### config.mk
export PLATFORM = sky130hd
export DESIGN_NAME = selective_repeat_receiver_flat
export DESIGN_NICKNAME = d
export VERILOG_FILES = /design/src/sv/srr_pkg.sv /design/src/sv/srr_if.sv /design/src/sv/srr_alu.sv /design/src/sv/srr_slots.sv /design/src/sv/selective_repeat_receiver.sv /design/src/flat_wrapper.sv
export SDC_FILE = /design/constraint.sdc
export NUM_CORES = 1
export LEC_CHECK = 0
export ABC_AREA = 1
export BUFFER_PORTS_ARGS = -buffer_cell sky130_fd_sc_hd__buf_2
export CAP_MARGIN = 10
export CORE_MARGIN = 2
export CORE_UTILIZATION = 55
export CTS_CLUSTER_SIZE = 28
export DETAILED_ROUTE_END_ITERATION = 12
export GPL_TIMING_DRIVEN = 0
export PLACE_DENSITY = 0.7
export SETUP_SLACK_MARGIN = 0.05
export SLEW_MARGIN = 20
export SYNTH_ARGS = -nofsm -noshare
export SYNTH_HDL_FRONTEND = slang
export SYNTH_SLANG_ARGS = --single-unit
### constraint.sdc
create_clock -name clk -period 18.5 [get_ports clk]
set_clock_uncertainty 0.2 [all_clocks]
set_input_delay 1.85 -clock clk [delete_from_list [all_inputs] [get_ports clk]]
set_output_delay 1.85 -clock clk [all_outputs]
set_load 0.05 [all_outputs]
### src/sv/srr_pkg.sv
// ----------------------------------------------------------------------------
// Selective-repeat receiver package
// Types and codes shared by the receiver modules.
// ----------------------------------------------------------------------------
package srr_pkg;

  typedef enum logic [1:0] {
    PH_INORDER = 2'd0,
    PH_BUFFER  = 2'd1,
    PH_DONE    = 2'd2
  } phase_t;

  typedef enum logic [2:0] {
    KIND_WRITE    = 3'd0,
    KIND_RR       = 3'd1,
    KIND_SREJ     = 3'd2,
    KIND_EOFACK   = 3'd3,
    KIND_FINISHED = 3'd4,
    KIND_DROPPED  = 3'd5
  } kind_t;

  typedef enum logic [3:0] {
    ST_IDLE,
    ST_CLASSIFY,
    ST_HCMP,
    ST_HEXP,
    ST_HINC,
    ST_CNT,
    ST_SREJ,
    ST_INC,
    ST_RR,
    ST_DRAIN
  } state_t;

  typedef struct packed {
    logic wr_en;
    logic clr_en;
  } slot_ctl_t;

  localparam logic [4:0] SLOTS_RESET = 5'd16;

endpackage

### src/sv/srr_if.sv
// ----------------------------------------------------------------------------
// Selective-repeat receiver channels
// Valid/ready channels for arrival requests and for result requests.
// ----------------------------------------------------------------------------
interface srr_in_if;
  logic        valid;
  logic        ready;
  logic        mode;
  logic [31:0] seq_num;
  logic        is_eof;
  logic        checksum_ok;
  logic [15:0] payload_handle;

  modport source (output valid, output mode, output seq_num, output is_eof,
                  output checksum_ok, output payload_handle, input ready);
  modport sink   (input valid, input mode, input seq_num, input is_eof,
                  input checksum_ok, input payload_handle, output ready);
endinterface

interface srr_out_if;
  logic        valid;
  logic        ready;
  logic [2:0]  kind;
  logic [31:0] value;
  logic [31:0] response_seq;
  logic        last;

  modport source (output valid, output kind, output value, output response_seq,
                  output last, input ready);
  modport sink   (input valid, input kind, input value, input response_seq,
                  input last, output ready);
endinterface

### src/sv/srr_alu.sv
// ----------------------------------------------------------------------------
// Shared adder
// One 33-bit add/subtract used for every sequence-number compare and step.
// ----------------------------------------------------------------------------
module srr_alu
  import srr_pkg::*;
(
  input  logic [31:0] a,
  input  logic [31:0] b,
  input  logic        sub,
  output logic [31:0] res,
  output logic        cout,
  output logic        zero
);

  logic [31:0] b_op;

  // On subtract, carry out high means no borrow, that is a >= b.
  assign b_op        = sub ? ~b : b;
  assign {cout, res} = {1'b0, a} + {1'b0, b_op} + {32'd0, sub};
  assign zero        = (res == 32'd0);

endmodule

### src/sv/srr_slots.sv
// ----------------------------------------------------------------------------
// Reorder window store
// Valid flags in flip-flops plus a handle/EOF memory with a registered read.
// ----------------------------------------------------------------------------
module srr_slots
  import srr_pkg::*;
#(
  parameter int WINDOW = 16
) (
  input  logic                      clk,
  input  logic                      rst_n,
  input  slot_ctl_t                 ctl,
  input  logic [$clog2(WINDOW)-1:0] wr_idx,
  input  logic [15:0]               wr_handle,
  input  logic                      wr_eof,
  input  logic [$clog2(WINDOW)-1:0] clr_idx,
  input  logic [$clog2(WINDOW)-1:0] rd_idx,
  output logic                      rd_valid,
  output logic [15:0]               rd_handle,
  output logic                      rd_eof
);

  localparam int SLOT_W = $clog2(WINDOW);

  logic [WINDOW-1:0] valid_r;
  logic [16:0]       mem [WINDOW];
  logic [16:0]       rd_data_r;

  always_ff @(posedge clk) begin
    if (!rst_n) begin
      valid_r <= '0;
    end else begin
      if (ctl.wr_en) begin
        valid_r[wr_idx] <= 1'b1;
      end
      if (ctl.clr_en) begin
        valid_r[clr_idx] <= 1'b0;
      end
    end
  end

  always_ff @(posedge clk) begin
    if (ctl.wr_en) begin
      mem[wr_idx] <= {wr_eof, wr_handle};
    end
    rd_data_r <= mem[rd_idx];
  end

  assign rd_valid  = valid_r[rd_idx[SLOT_W-1:0]];
  assign rd_eof    = rd_data_r[16];
  assign rd_handle = rd_data_r[15:0];

endmodule

### src/sv/selective_repeat_receiver.sv
// ----------------------------------------------------------------------------
// Selective-repeat receiver
// A request is accepted while idle and then classified; a single-result
// request is then done. A gap is answered by SREJ steps, a direct write by
// increment and RR steps, and each drained slot by drain, increment and RR.
// Throughput is set by the one shared adder that the sequencer steps through.
// Reset is synchronous: the window flags clear at once, no clearing pass.
// ----------------------------------------------------------------------------
module selective_repeat_receiver
  import srr_pkg::*;
#(
  parameter int WINDOW = 16
) (
  input  logic         clk,
  input  logic         rst_n,
  srr_in_if.sink       in_ch,
  srr_out_if.source    out_ch,
  input  logic         cfg_we,
  input  logic [4:0]   cfg_wdata
);

  localparam int               SLOT_W    = $clog2(WINDOW);
  // Largest usable number of slots: the register never opens past the store.
  localparam logic [4:0]       EFF_MAX   = (WINDOW < 16) ? 5'(WINDOW) : 5'd16;
  localparam logic [SLOT_W:0]  WIN_L     = (SLOT_W + 1)'(WINDOW);
  localparam logic [SLOT_W-1:0] SLOT_LAST = SLOT_W'(WINDOW - 1);

  // Sequencer and protocol state.
  state_t            state_r, state_nxt;
  phase_t            phase_r, phase_nxt;
  logic [31:0]       exp_r, exp_nxt;
  logic [31:0]       high_r, high_nxt;
  logic [31:0]       out_seq_r, out_seq_nxt;
  logic [SLOT_W-1:0] exp_slot_r, exp_slot_nxt;
  logic [4:0]        slots_r;
  logic              drain_r, drain_nxt;

  // Captured request and loop registers.
  logic              mode_r, eof_r, ok_r;
  logic [31:0]       seq_r;
  logic [15:0]       hdl_r;
  logic [31:0]       i_r, i_nxt;
  logic [4:0]        cnt_r, cnt_nxt;

  // Output register.
  logic              out_valid_r;
  kind_t             out_kind_r;
  logic [31:0]       out_value_r, out_rseq_r;
  logic              out_last_r;

  // Result request built in the current cycle.
  logic              emit;
  kind_t             e_kind;
  logic [31:0]       e_value, e_rseq;
  logic              e_last;
  logic              go;

  // Shared adder.
  logic [31:0]       alu_a, alu_b, alu_res;
  logic              alu_sub, alu_cout, alu_zero;

  // Window store.
  slot_ctl_t         slot_ctl;
  logic [SLOT_W-1:0] seq_slot;
  logic              rd_valid, rd_eof;
  logic [15:0]       rd_handle;

  // Classification terms.
  logic [4:0]        eff;
  logic              c_skip, c_fin, c_old, c_beyond, c_inord;
  logic [SLOT_W:0]   slot_sum;

  srr_alu u_alu (
    .a    (alu_a),
    .b    (alu_b),
    .sub  (alu_sub),
    .res  (alu_res),
    .cout (alu_cout),
    .zero (alu_zero)
  );

  srr_slots #(.WINDOW(WINDOW)) u_slots (
    .clk       (clk),
    .rst_n     (rst_n),
    .ctl       (slot_ctl),
    .wr_idx    (seq_slot),
    .wr_handle (hdl_r),
    .wr_eof    (eof_r),
    .clr_idx   (exp_slot_r),
    .rd_idx    (exp_slot_r),
    .rd_valid  (rd_valid),
    .rd_handle (rd_handle),
    .rd_eof    (rd_eof)
  );

  // The register value is clamped to at least one slot and at most the store.
  always_comb begin
    priority if (slots_r == 5'd0) begin
      eff = 5'd1;
    end else if (slots_r > EFF_MAX) begin
      eff = EFF_MAX;
    end else begin
      eff = slots_r;
    end
  end

  // Operand selection for the shared adder, one job per sequencer step.
  always_comb begin
    alu_a   = 32'd0;
    alu_b   = 32'd0;
    alu_sub = 1'b0;
    unique case (state_r)
      ST_CLASSIFY: begin alu_a = seq_r;  alu_b = exp_r;  alu_sub = 1'b1; end
      ST_HCMP:     begin alu_a = high_r; alu_b = seq_r;  alu_sub = 1'b1; end
      ST_HEXP:     begin alu_a = high_r; alu_b = exp_r;  alu_sub = 1'b1; end
      ST_HINC:     begin alu_a = high_r; alu_b = 32'd1;                  end
      ST_CNT:      begin alu_a = seq_r;  alu_b = i_r;    alu_sub = 1'b1; end
      ST_SREJ:     begin alu_a = i_r;    alu_b = 32'd1;                  end
      ST_INC:      begin alu_a = exp_r;  alu_b = 32'd1;                  end
      ST_RR:       begin alu_a = high_r; alu_b = exp_r;  alu_sub = 1'b1; end
      default: begin
      end
    endcase
  end

  // In the classify step the adder holds seq_num minus expected_seq. A request
  // that passes the window checks has a distance below the slot count, which
  // is at most WINDOW, so its slot is the expected slot plus that distance,
  // folded once.
  assign c_skip   = !mode_r && !ok_r;
  assign c_fin    = (phase_r == PH_DONE) || mode_r;
  assign c_old    = !alu_cout;
  assign c_beyond = (|alu_res[31:5]) || (alu_res[4:0] >= eff);
  assign c_inord  = (phase_r == PH_INORDER);
  assign slot_sum = {1'b0, exp_slot_r} + {1'b0, alu_res[SLOT_W-1:0]};
  assign seq_slot = (slot_sum >= WIN_L) ? SLOT_W'(slot_sum - WIN_L)
                                        : slot_sum[SLOT_W-1:0];

  // A result may be issued when the output register is empty or being drained.
  assign go = !out_valid_r || out_ch.ready;

  // Next-state logic of the sequencer.
  always_comb begin
    state_nxt = state_r;
    unique case (state_r)
      ST_IDLE: begin
        if (in_ch.valid) begin
          state_nxt = ST_CLASSIFY;
        end
      end
      ST_CLASSIFY: begin
        priority if (c_skip) begin
          state_nxt = ST_IDLE;
        end else if (c_fin || c_old || c_beyond) begin
          if (go) state_nxt = ST_IDLE;
        end else if (c_inord) begin
          if (!alu_zero) begin
            state_nxt = ST_SREJ;
          end else if (go) begin
            state_nxt = eof_r ? ST_IDLE : ST_INC;
          end
        end else begin
          if (!alu_zero) begin
            state_nxt = ST_HCMP;
          end else if (eof_r) begin
            state_nxt = ST_IDLE;
          end else if (go) begin
            state_nxt = ST_INC;
          end
        end
      end
      ST_HCMP: state_nxt = alu_cout ? ST_IDLE : ST_HEXP;
      ST_HEXP: state_nxt = alu_cout ? ST_HINC : ST_CNT;
      ST_HINC: state_nxt = ST_CNT;
      ST_CNT:  state_nxt = alu_zero ? ST_IDLE : ST_SREJ;
      ST_SREJ: begin
        if (go && cnt_r == 5'd1) state_nxt = ST_IDLE;
      end
      ST_INC:  state_nxt = ST_RR;
      ST_RR: begin
        if (go) begin
          if (!drain_r || !alu_cout || !rd_valid) begin
            state_nxt = ST_IDLE;
          end else begin
            state_nxt = ST_DRAIN;
          end
        end
      end
      ST_DRAIN: begin
        if (go) state_nxt = rd_eof ? ST_IDLE : ST_INC;
      end
      default: state_nxt = ST_IDLE;
    endcase
  end

  // Datapath updates and result requests for each step.
  always_comb begin
    phase_nxt    = phase_r;
    exp_nxt      = exp_r;
    high_nxt     = high_r;
    out_seq_nxt  = out_seq_r;
    exp_slot_nxt = exp_slot_r;
    drain_nxt    = drain_r;
    i_nxt        = i_r;
    cnt_nxt      = cnt_r;
    slot_ctl     = '0;
    emit         = 1'b0;
    e_kind       = KIND_WRITE;
    e_value      = 32'd0;
    e_rseq       = 32'd0;
    e_last       = 1'b0;
    unique case (state_r)
      ST_CLASSIFY: begin
        priority if (c_skip) begin
          // A corrupt packet leaves no trace.
        end else if (c_fin) begin
          emit   = 1'b1;
          e_kind = KIND_FINISHED;
          e_last = 1'b1;
          if (go) phase_nxt = PH_DONE;
        end else if (c_old) begin
          // An old packet is answered with the number still awaited.
          emit    = 1'b1;
          e_kind  = KIND_RR;
          e_value = exp_r;
          e_rseq  = out_seq_r;
          e_last  = 1'b1;
          if (go) out_seq_nxt = out_seq_r + 32'd1;
        end else if (c_beyond) begin
          emit    = 1'b1;
          e_kind  = KIND_DROPPED;
          e_value = seq_r;
          e_last  = 1'b1;
        end else if (c_inord) begin
          if (!alu_zero) begin
            // Gap opens: hold the packet, then request every missing number.
            i_nxt        = exp_r;
            cnt_nxt      = alu_res[4:0];
            high_nxt     = seq_r;
            slot_ctl.wr_en = 1'b1;
            phase_nxt    = PH_BUFFER;
          end else if (eof_r) begin
            emit    = 1'b1;
            e_kind  = KIND_EOFACK;
            e_value = seq_r;
            e_rseq  = out_seq_r;
            e_last  = 1'b1;
            if (go) phase_nxt = PH_DONE;
          end else begin
            emit    = 1'b1;
            e_kind  = KIND_WRITE;
            e_value = {16'd0, hdl_r};
            if (go) begin
              high_nxt  = seq_r;
              drain_nxt = 1'b0;
            end
          end
        end else begin
          if (!alu_zero) begin
            slot_ctl.wr_en = 1'b1;
          end else if (!eof_r) begin
            // The missing packet arrived: write it and start the flush.
            emit    = 1'b1;
            e_kind  = KIND_WRITE;
            e_value = {16'd0, hdl_r};
            if (go) begin
              slot_ctl.clr_en = 1'b1;
              drain_nxt       = 1'b1;
            end
          end
        end
      end
      ST_HEXP: begin
        // When the highest number lies behind the expected one, the new gap
        // starts at the expected number.
        if (!alu_cout) i_nxt = exp_r;
      end
      ST_HINC: i_nxt = alu_res;
      ST_CNT: begin
        high_nxt = seq_r;
        cnt_nxt  = alu_res[4:0];
      end
      ST_SREJ: begin
        emit    = 1'b1;
        e_kind  = KIND_SREJ;
        e_value = i_r;
        e_rseq  = out_seq_r;
        e_last  = (cnt_r == 5'd1);
        if (go) begin
          out_seq_nxt = out_seq_r + 32'd1;
          i_nxt       = alu_res;
          cnt_nxt     = cnt_r - 5'd1;
        end
      end
      ST_INC: begin
        exp_nxt = alu_res;
        // On a wrap of the sequence number, or past the last slot, the slot index restarts at zero.
        priority if (alu_cout || exp_slot_r == SLOT_LAST) begin
          exp_slot_nxt = '0;
        end else begin
          exp_slot_nxt = exp_slot_r + SLOT_W'(1);
        end
      end
      ST_RR: begin
        emit    = 1'b1;
        e_kind  = KIND_RR;
        e_value = exp_r;
        e_rseq  = out_seq_r;
        e_last  = !drain_r || !alu_cout || !rd_valid;
        if (go) begin
          out_seq_nxt = out_seq_r + 32'd1;
          if (drain_r && !alu_cout) phase_nxt = PH_INORDER;
        end
      end
      ST_DRAIN: begin
        emit = 1'b1;
        if (rd_eof) begin
          e_kind  = KIND_EOFACK;
          e_value = exp_r;
          e_rseq  = out_seq_r;
          e_last  = 1'b1;
          if (go) phase_nxt = PH_DONE;
        end else begin
          e_kind  = KIND_WRITE;
          e_value = {16'd0, rd_handle};
        end
        if (go) slot_ctl.clr_en = 1'b1;
      end
      default: begin
      end
    endcase
  end

  always_ff @(posedge clk) begin
    if (!rst_n) begin
      state_r     <= ST_IDLE;
      phase_r     <= PH_INORDER;
      exp_r       <= 32'd0;
      high_r      <= 32'd0;
      out_seq_r   <= 32'd1;
      exp_slot_r  <= '0;
      slots_r     <= SLOTS_RESET;
      drain_r     <= 1'b0;
      out_valid_r <= 1'b0;
    end else begin
      state_r    <= state_nxt;
      phase_r    <= phase_nxt;
      exp_r      <= exp_nxt;
      high_r     <= high_nxt;
      out_seq_r  <= out_seq_nxt;
      exp_slot_r <= exp_slot_nxt;
      drain_r    <= drain_nxt;
      if (cfg_we) begin
        slots_r <= cfg_wdata;
      end
      if (emit && go) begin
        out_valid_r <= 1'b1;
      end else if (out_ch.ready) begin
        out_valid_r <= 1'b0;
      end
    end
  end

  // Payload registers.
  always_ff @(posedge clk) begin
    if (state_r == ST_IDLE && in_ch.valid) begin
      mode_r <= in_ch.mode;
      seq_r  <= in_ch.seq_num;
      eof_r  <= in_ch.is_eof;
      ok_r   <= in_ch.checksum_ok;
      hdl_r  <= in_ch.payload_handle;
    end
    i_r   <= i_nxt;
    cnt_r <= cnt_nxt;
    if (emit && go) begin
      out_kind_r  <= e_kind;
      out_value_r <= e_value;
      out_rseq_r  <= e_rseq;
      out_last_r  <= e_last;
    end
  end

  // A new request is taken whenever the sequencer is idle, even while the
  // last result still waits in the output register.
  assign in_ch.ready         = (state_r == ST_IDLE);
  assign out_ch.valid        = out_valid_r;
  assign out_ch.kind         = out_kind_r;
  assign out_ch.value        = out_value_r;
  assign out_ch.response_seq = out_rseq_r;
  assign out_ch.last         = out_last_r;

endmodule
### src/flat_wrapper.sv
// flat-port wrapper written by rule: the top's interface ports become plain ports
module selective_repeat_receiver_flat import srr_pkg::*;
#(
  parameter int WINDOW = 16
)
  (clk, rst_n, cfg_we, cfg_wdata, in_ch_valid, in_ch_mode, in_ch_seq_num, in_ch_is_eof, in_ch_checksum_ok, in_ch_payload_handle, in_ch_ready, out_ch_valid, out_ch_kind, out_ch_value, out_ch_response_seq, out_ch_last, out_ch_ready);
  srr_in_if in_ch_i ();
  srr_out_if out_ch_i ();
  input  logic clk;
  input  logic rst_n;
  input  logic cfg_we;
  input  logic [4:0] cfg_wdata;
  input wire logic [$bits(in_ch_i.valid)-1:0] in_ch_valid;
  input wire logic [$bits(in_ch_i.mode)-1:0] in_ch_mode;
  input wire logic [$bits(in_ch_i.seq_num)-1:0] in_ch_seq_num;
  input wire logic [$bits(in_ch_i.is_eof)-1:0] in_ch_is_eof;
  input wire logic [$bits(in_ch_i.checksum_ok)-1:0] in_ch_checksum_ok;
  input wire logic [$bits(in_ch_i.payload_handle)-1:0] in_ch_payload_handle;
  output wire logic [$bits(in_ch_i.ready)-1:0] in_ch_ready;
  output wire logic [$bits(out_ch_i.valid)-1:0] out_ch_valid;
  output wire logic [$bits(out_ch_i.kind)-1:0] out_ch_kind;
  output wire logic [$bits(out_ch_i.value)-1:0] out_ch_value;
  output wire logic [$bits(out_ch_i.response_seq)-1:0] out_ch_response_seq;
  output wire logic [$bits(out_ch_i.last)-1:0] out_ch_last;
  input wire logic [$bits(out_ch_i.ready)-1:0] out_ch_ready;
  assign in_ch_i.valid = in_ch_valid;
  assign in_ch_i.mode = in_ch_mode;
  assign in_ch_i.seq_num = in_ch_seq_num;
  assign in_ch_i.is_eof = in_ch_is_eof;
  assign in_ch_i.checksum_ok = in_ch_checksum_ok;
  assign in_ch_i.payload_handle = in_ch_payload_handle;
  assign in_ch_ready = in_ch_i.ready;
  assign out_ch_valid = out_ch_i.valid;
  assign out_ch_kind = out_ch_i.kind;
  assign out_ch_value = out_ch_i.value;
  assign out_ch_response_seq = out_ch_i.response_seq;
  assign out_ch_last = out_ch_i.last;
  assign out_ch_i.ready = out_ch_ready;
  selective_repeat_receiver #(.WINDOW(WINDOW)) u_core (.clk(clk), .rst_n(rst_n), .in_ch(in_ch_i), .out_ch(out_ch_i), .cfg_we(cfg_we), .cfg_wdata(cfg_wdata));
endmodule
==> summary.txt <==
cts bufs inserted: 60
GR Util All Layers: 0.361
CP most frequent cell: nand2_1
synthesized flop and latch total: 574
clock-pin slew on the worst setup and hold paths: 60 ps
Core Util, Final: 0.630
internal power: 2190 uW
r2r setup slk: 9600 ps
Synth top cells by count: nand2_1 (659), edfxtp_1 (428), nor2_1 (373)
sequential share of power: 0.485
outcome: completed
max-slew violations: 0
die width: 231 um
DP Cell Count: 4024
vias per cell: 6.15
Sw Share: 0.271
wire per inst: 23.5 um
Synth cell types: 54
Data arrival, critical path: 9070 ps
Crit. End Element: flip-flop
CTS root buffer: clkbuf_16
total grt overflow: 0
pwr dens: 93.2 nW/um2
DRC: 0
setup_tns: 0 ps
cells after synthesis: 3184
final instance area: 32200 um2
fmax: 0.112 GHz
DP Area: 30300 um2
FP Rows: 83
post-synthesis mux area share: 0
Worst path slowest cell: nor2_1
dominant cells by area after synthesis: edfxtp_1 (45%), dfxtp_1 (10%), nand2_1 (8.7%)
Mapped Area: 28400 um2
async set-reset flop share out of synthesis: 0
Min-Delay Path Class: reg -> reg
Synth top area share: 0.453
Startpoint Class: flip-flop
WHS Path Cells: 2
final non-filler cell total: 4137
final count of hold timing violations: 0
area delta synth->final: 13.6%
RSZ-0062 raised after global routing: false
CTS resizes: 0
setup violators final: 0
first-pass GRT wire length: 145 mm
initial antenna violation count: 1
Post-Synth Simple-Gate Area: 0.202
largest family of logic cells by synthesized area: simple AND/OR/NAND/NOR gates
Hold Path Sink: u_core.high_r[12]
Worst slew margin: 0.192
most frequent cell after synthesis: nand2_1
final total power: 3000 uW
Syn. warnings: 0
syn nets: 3293
Post-Synth Adder-Cell Area: 0.0217
hold_buf cts: 0
Skew-Pair Late Insertion Delay: 670 ps
count of flip-flops with a built-in enable after synthesis: 428
worst-case clock buffer depth: 3
initial core utilization: 0.555
CP Class: reg -> reg
slowest stage delay, CP: 810 ps
io pins: 131
measured slew at the worst slew-check pin: 1210 ps
hold_sp: u_core.high_r[12]
combinational share of power: 0.114
P_leak: 0.0126 uW
worst r2r src: u_core.state_r[0]
largest net degree at the start of global routing: 28
drt first pass iters: 6
Final ANT Viol Nets: 0
via count: 25400
Clock Power Share: 0.402
Yosys top cell by area: edfxtp_1
worst r2r path cells: 26
Worst VDD drop: 0.0960 mV
Mean Syn Cell Area: 8.90 um2
share of the yosys chip area belonging to registers: 0.556
worst r2r dst: u_core.i_r[11]
CTS tree: built
Placer Congestion: 1.04
number of global-route vias before repair: 23900
WP data required: 18660 ps
Setup Fix Bufs, Post-CTS: 0
fin crit period: 8900 ps
max-cap violations: 0
Nets: 3515
Synth Area in Compound Gates: 0.147
Net Sw Power: 812 uW
layout cells sized above 1: 0.105
period utilization: 0.481
die area: 53400 um2
DP HPWL: 70.2 mm
Initial DRC Count: 3713
ant diodes: 0
H-tree depth: 2
core area: 51100 um2
die height: 231 um
CTS sink cnt: 574
Primary FF master, synth: edfxtp_1
CP max FO: 10
number of port buffers: 130
Synth Area in XOR/XNOR: 0.00587
DRT Wirelength: 97.0 mm
-- how the worst max path moves through the flow --
| stage | slack (ps) | endpoint | cells past startpoint | start |
|---|---|---|---|---|
| floorplan | 10690 | u_core.out_ch.kind[0] | 30 | u_core.state_r[3] |
| global placement | 5200 | u_core.i_r[16] | 25 | u_core.state_r[0] |
| detailed placement | 10140 | u_core.i_r[14] | 29 | u_core.state_r[3] |
| CTS | 10070 | u_core.i_r[9] | 26 | u_core.state_r[0] |
| global route | 9430 | u_core.i_r[15] | 25 | u_core.state_r[0] |
| finish | 9600 | u_core.i_r[11] | 26 | u_core.state_r[0] |
-- metal layers --
layer	vias to the layer above	track usage	routed length (um)
met5	-	0	13
met4	2	0.136	3640
met3	251	0.0934	13000
met2	1662	0.533	41100
met1	12100	0.512	39300
li1	11400	-	-
-- layout make-up --
type | count | area [um2]
Fill cell | 4363 | 18900
Multi-Input combinational cell | 2116 | 10700
Clock inverter | 36 | 348
Buffer | 160 | 672
Clock buffer | 77 | 1600
Inverter | 334 | 1250
Timing Repair Buffer | 160 | 988
Sequential cell | 574 | 15800
Tap cell | 680 | 851
-- per-stage QoR --
stage	setup WS (ps)	hold slack [ps]
2_1_floorplan	10690	237
3_3_place_gp	5200	248
3_5_place_dp	10140	260
4_1_cts	10070	274
5_1_grt	9430	295
6_report	9600	273
-- power by group through the flow --
stage	registers, uW	clock network, uW	logic, uW
after floorplan	1500	0	183
after global placement	1480	0	312
after detailed placement	1480	0	327
after CTS	1450	1210	329
after global routing	1460	1260	364
final	1450	1210	341
-- registers in the layout, summed over array words and instances (netlist names), 4 cells and up --
| signal | count |
|---|---|
| u_core.seq_r | 32 |
| u_core.out_seq_r | 32 |
| u_core.out_ch.response_seq | 32 |
| u_core.high_r | 32 |
| u_core.u_slots.mem | 272 |
| u_core.u_slots.rd_data_r | 17 |
| u_core.slots_r | 5 |
| u_core.out_ch.value | 32 |
| u_core.u_slots.valid_r | 16 |
| u_core.i_r | 32 |
| u_core.cnt_r | 5 |
| u_core.state_r | 4 |
| u_core.exp_slot_r | 4 |
| u_core.hdl_r | 16 |
| u_core.exp_r | 32 |
-- cell usage in the layout (no fill, tap or decap), drive strengths merged, types with 32 or more instances in the layout --
cell type	instances
a211oi	33
a21oi	161
buf	191
clkbuf	206
clkinv	32
dfxtp	146
edfxtp	428
ha	46
inv	331
nand2	675
nand3	104
nand4	95
nor2	414
o21ai	284
o22ai	114
-- critical path: cells and delay by family (launching register included) --
kind,cells,cell delay (ps)
AO/OA/AOI/OAI,6,1760
adder cells (fa/ha/maj),1,340
buffers and inverters,7,2510
XOR/XNOR,1,430
flip-flops,1,390
AND/OR/NAND/NOR,11,2950
-- logic make-up after synthesis --
family / count (synthesis)
flops: 574
xor+xnor: 19
simple gates: 1339
fa+ha+maj: 48
buf+inv: 494
compound gates: 710
No activity file was read; power rests on OpenSTA's default activity.
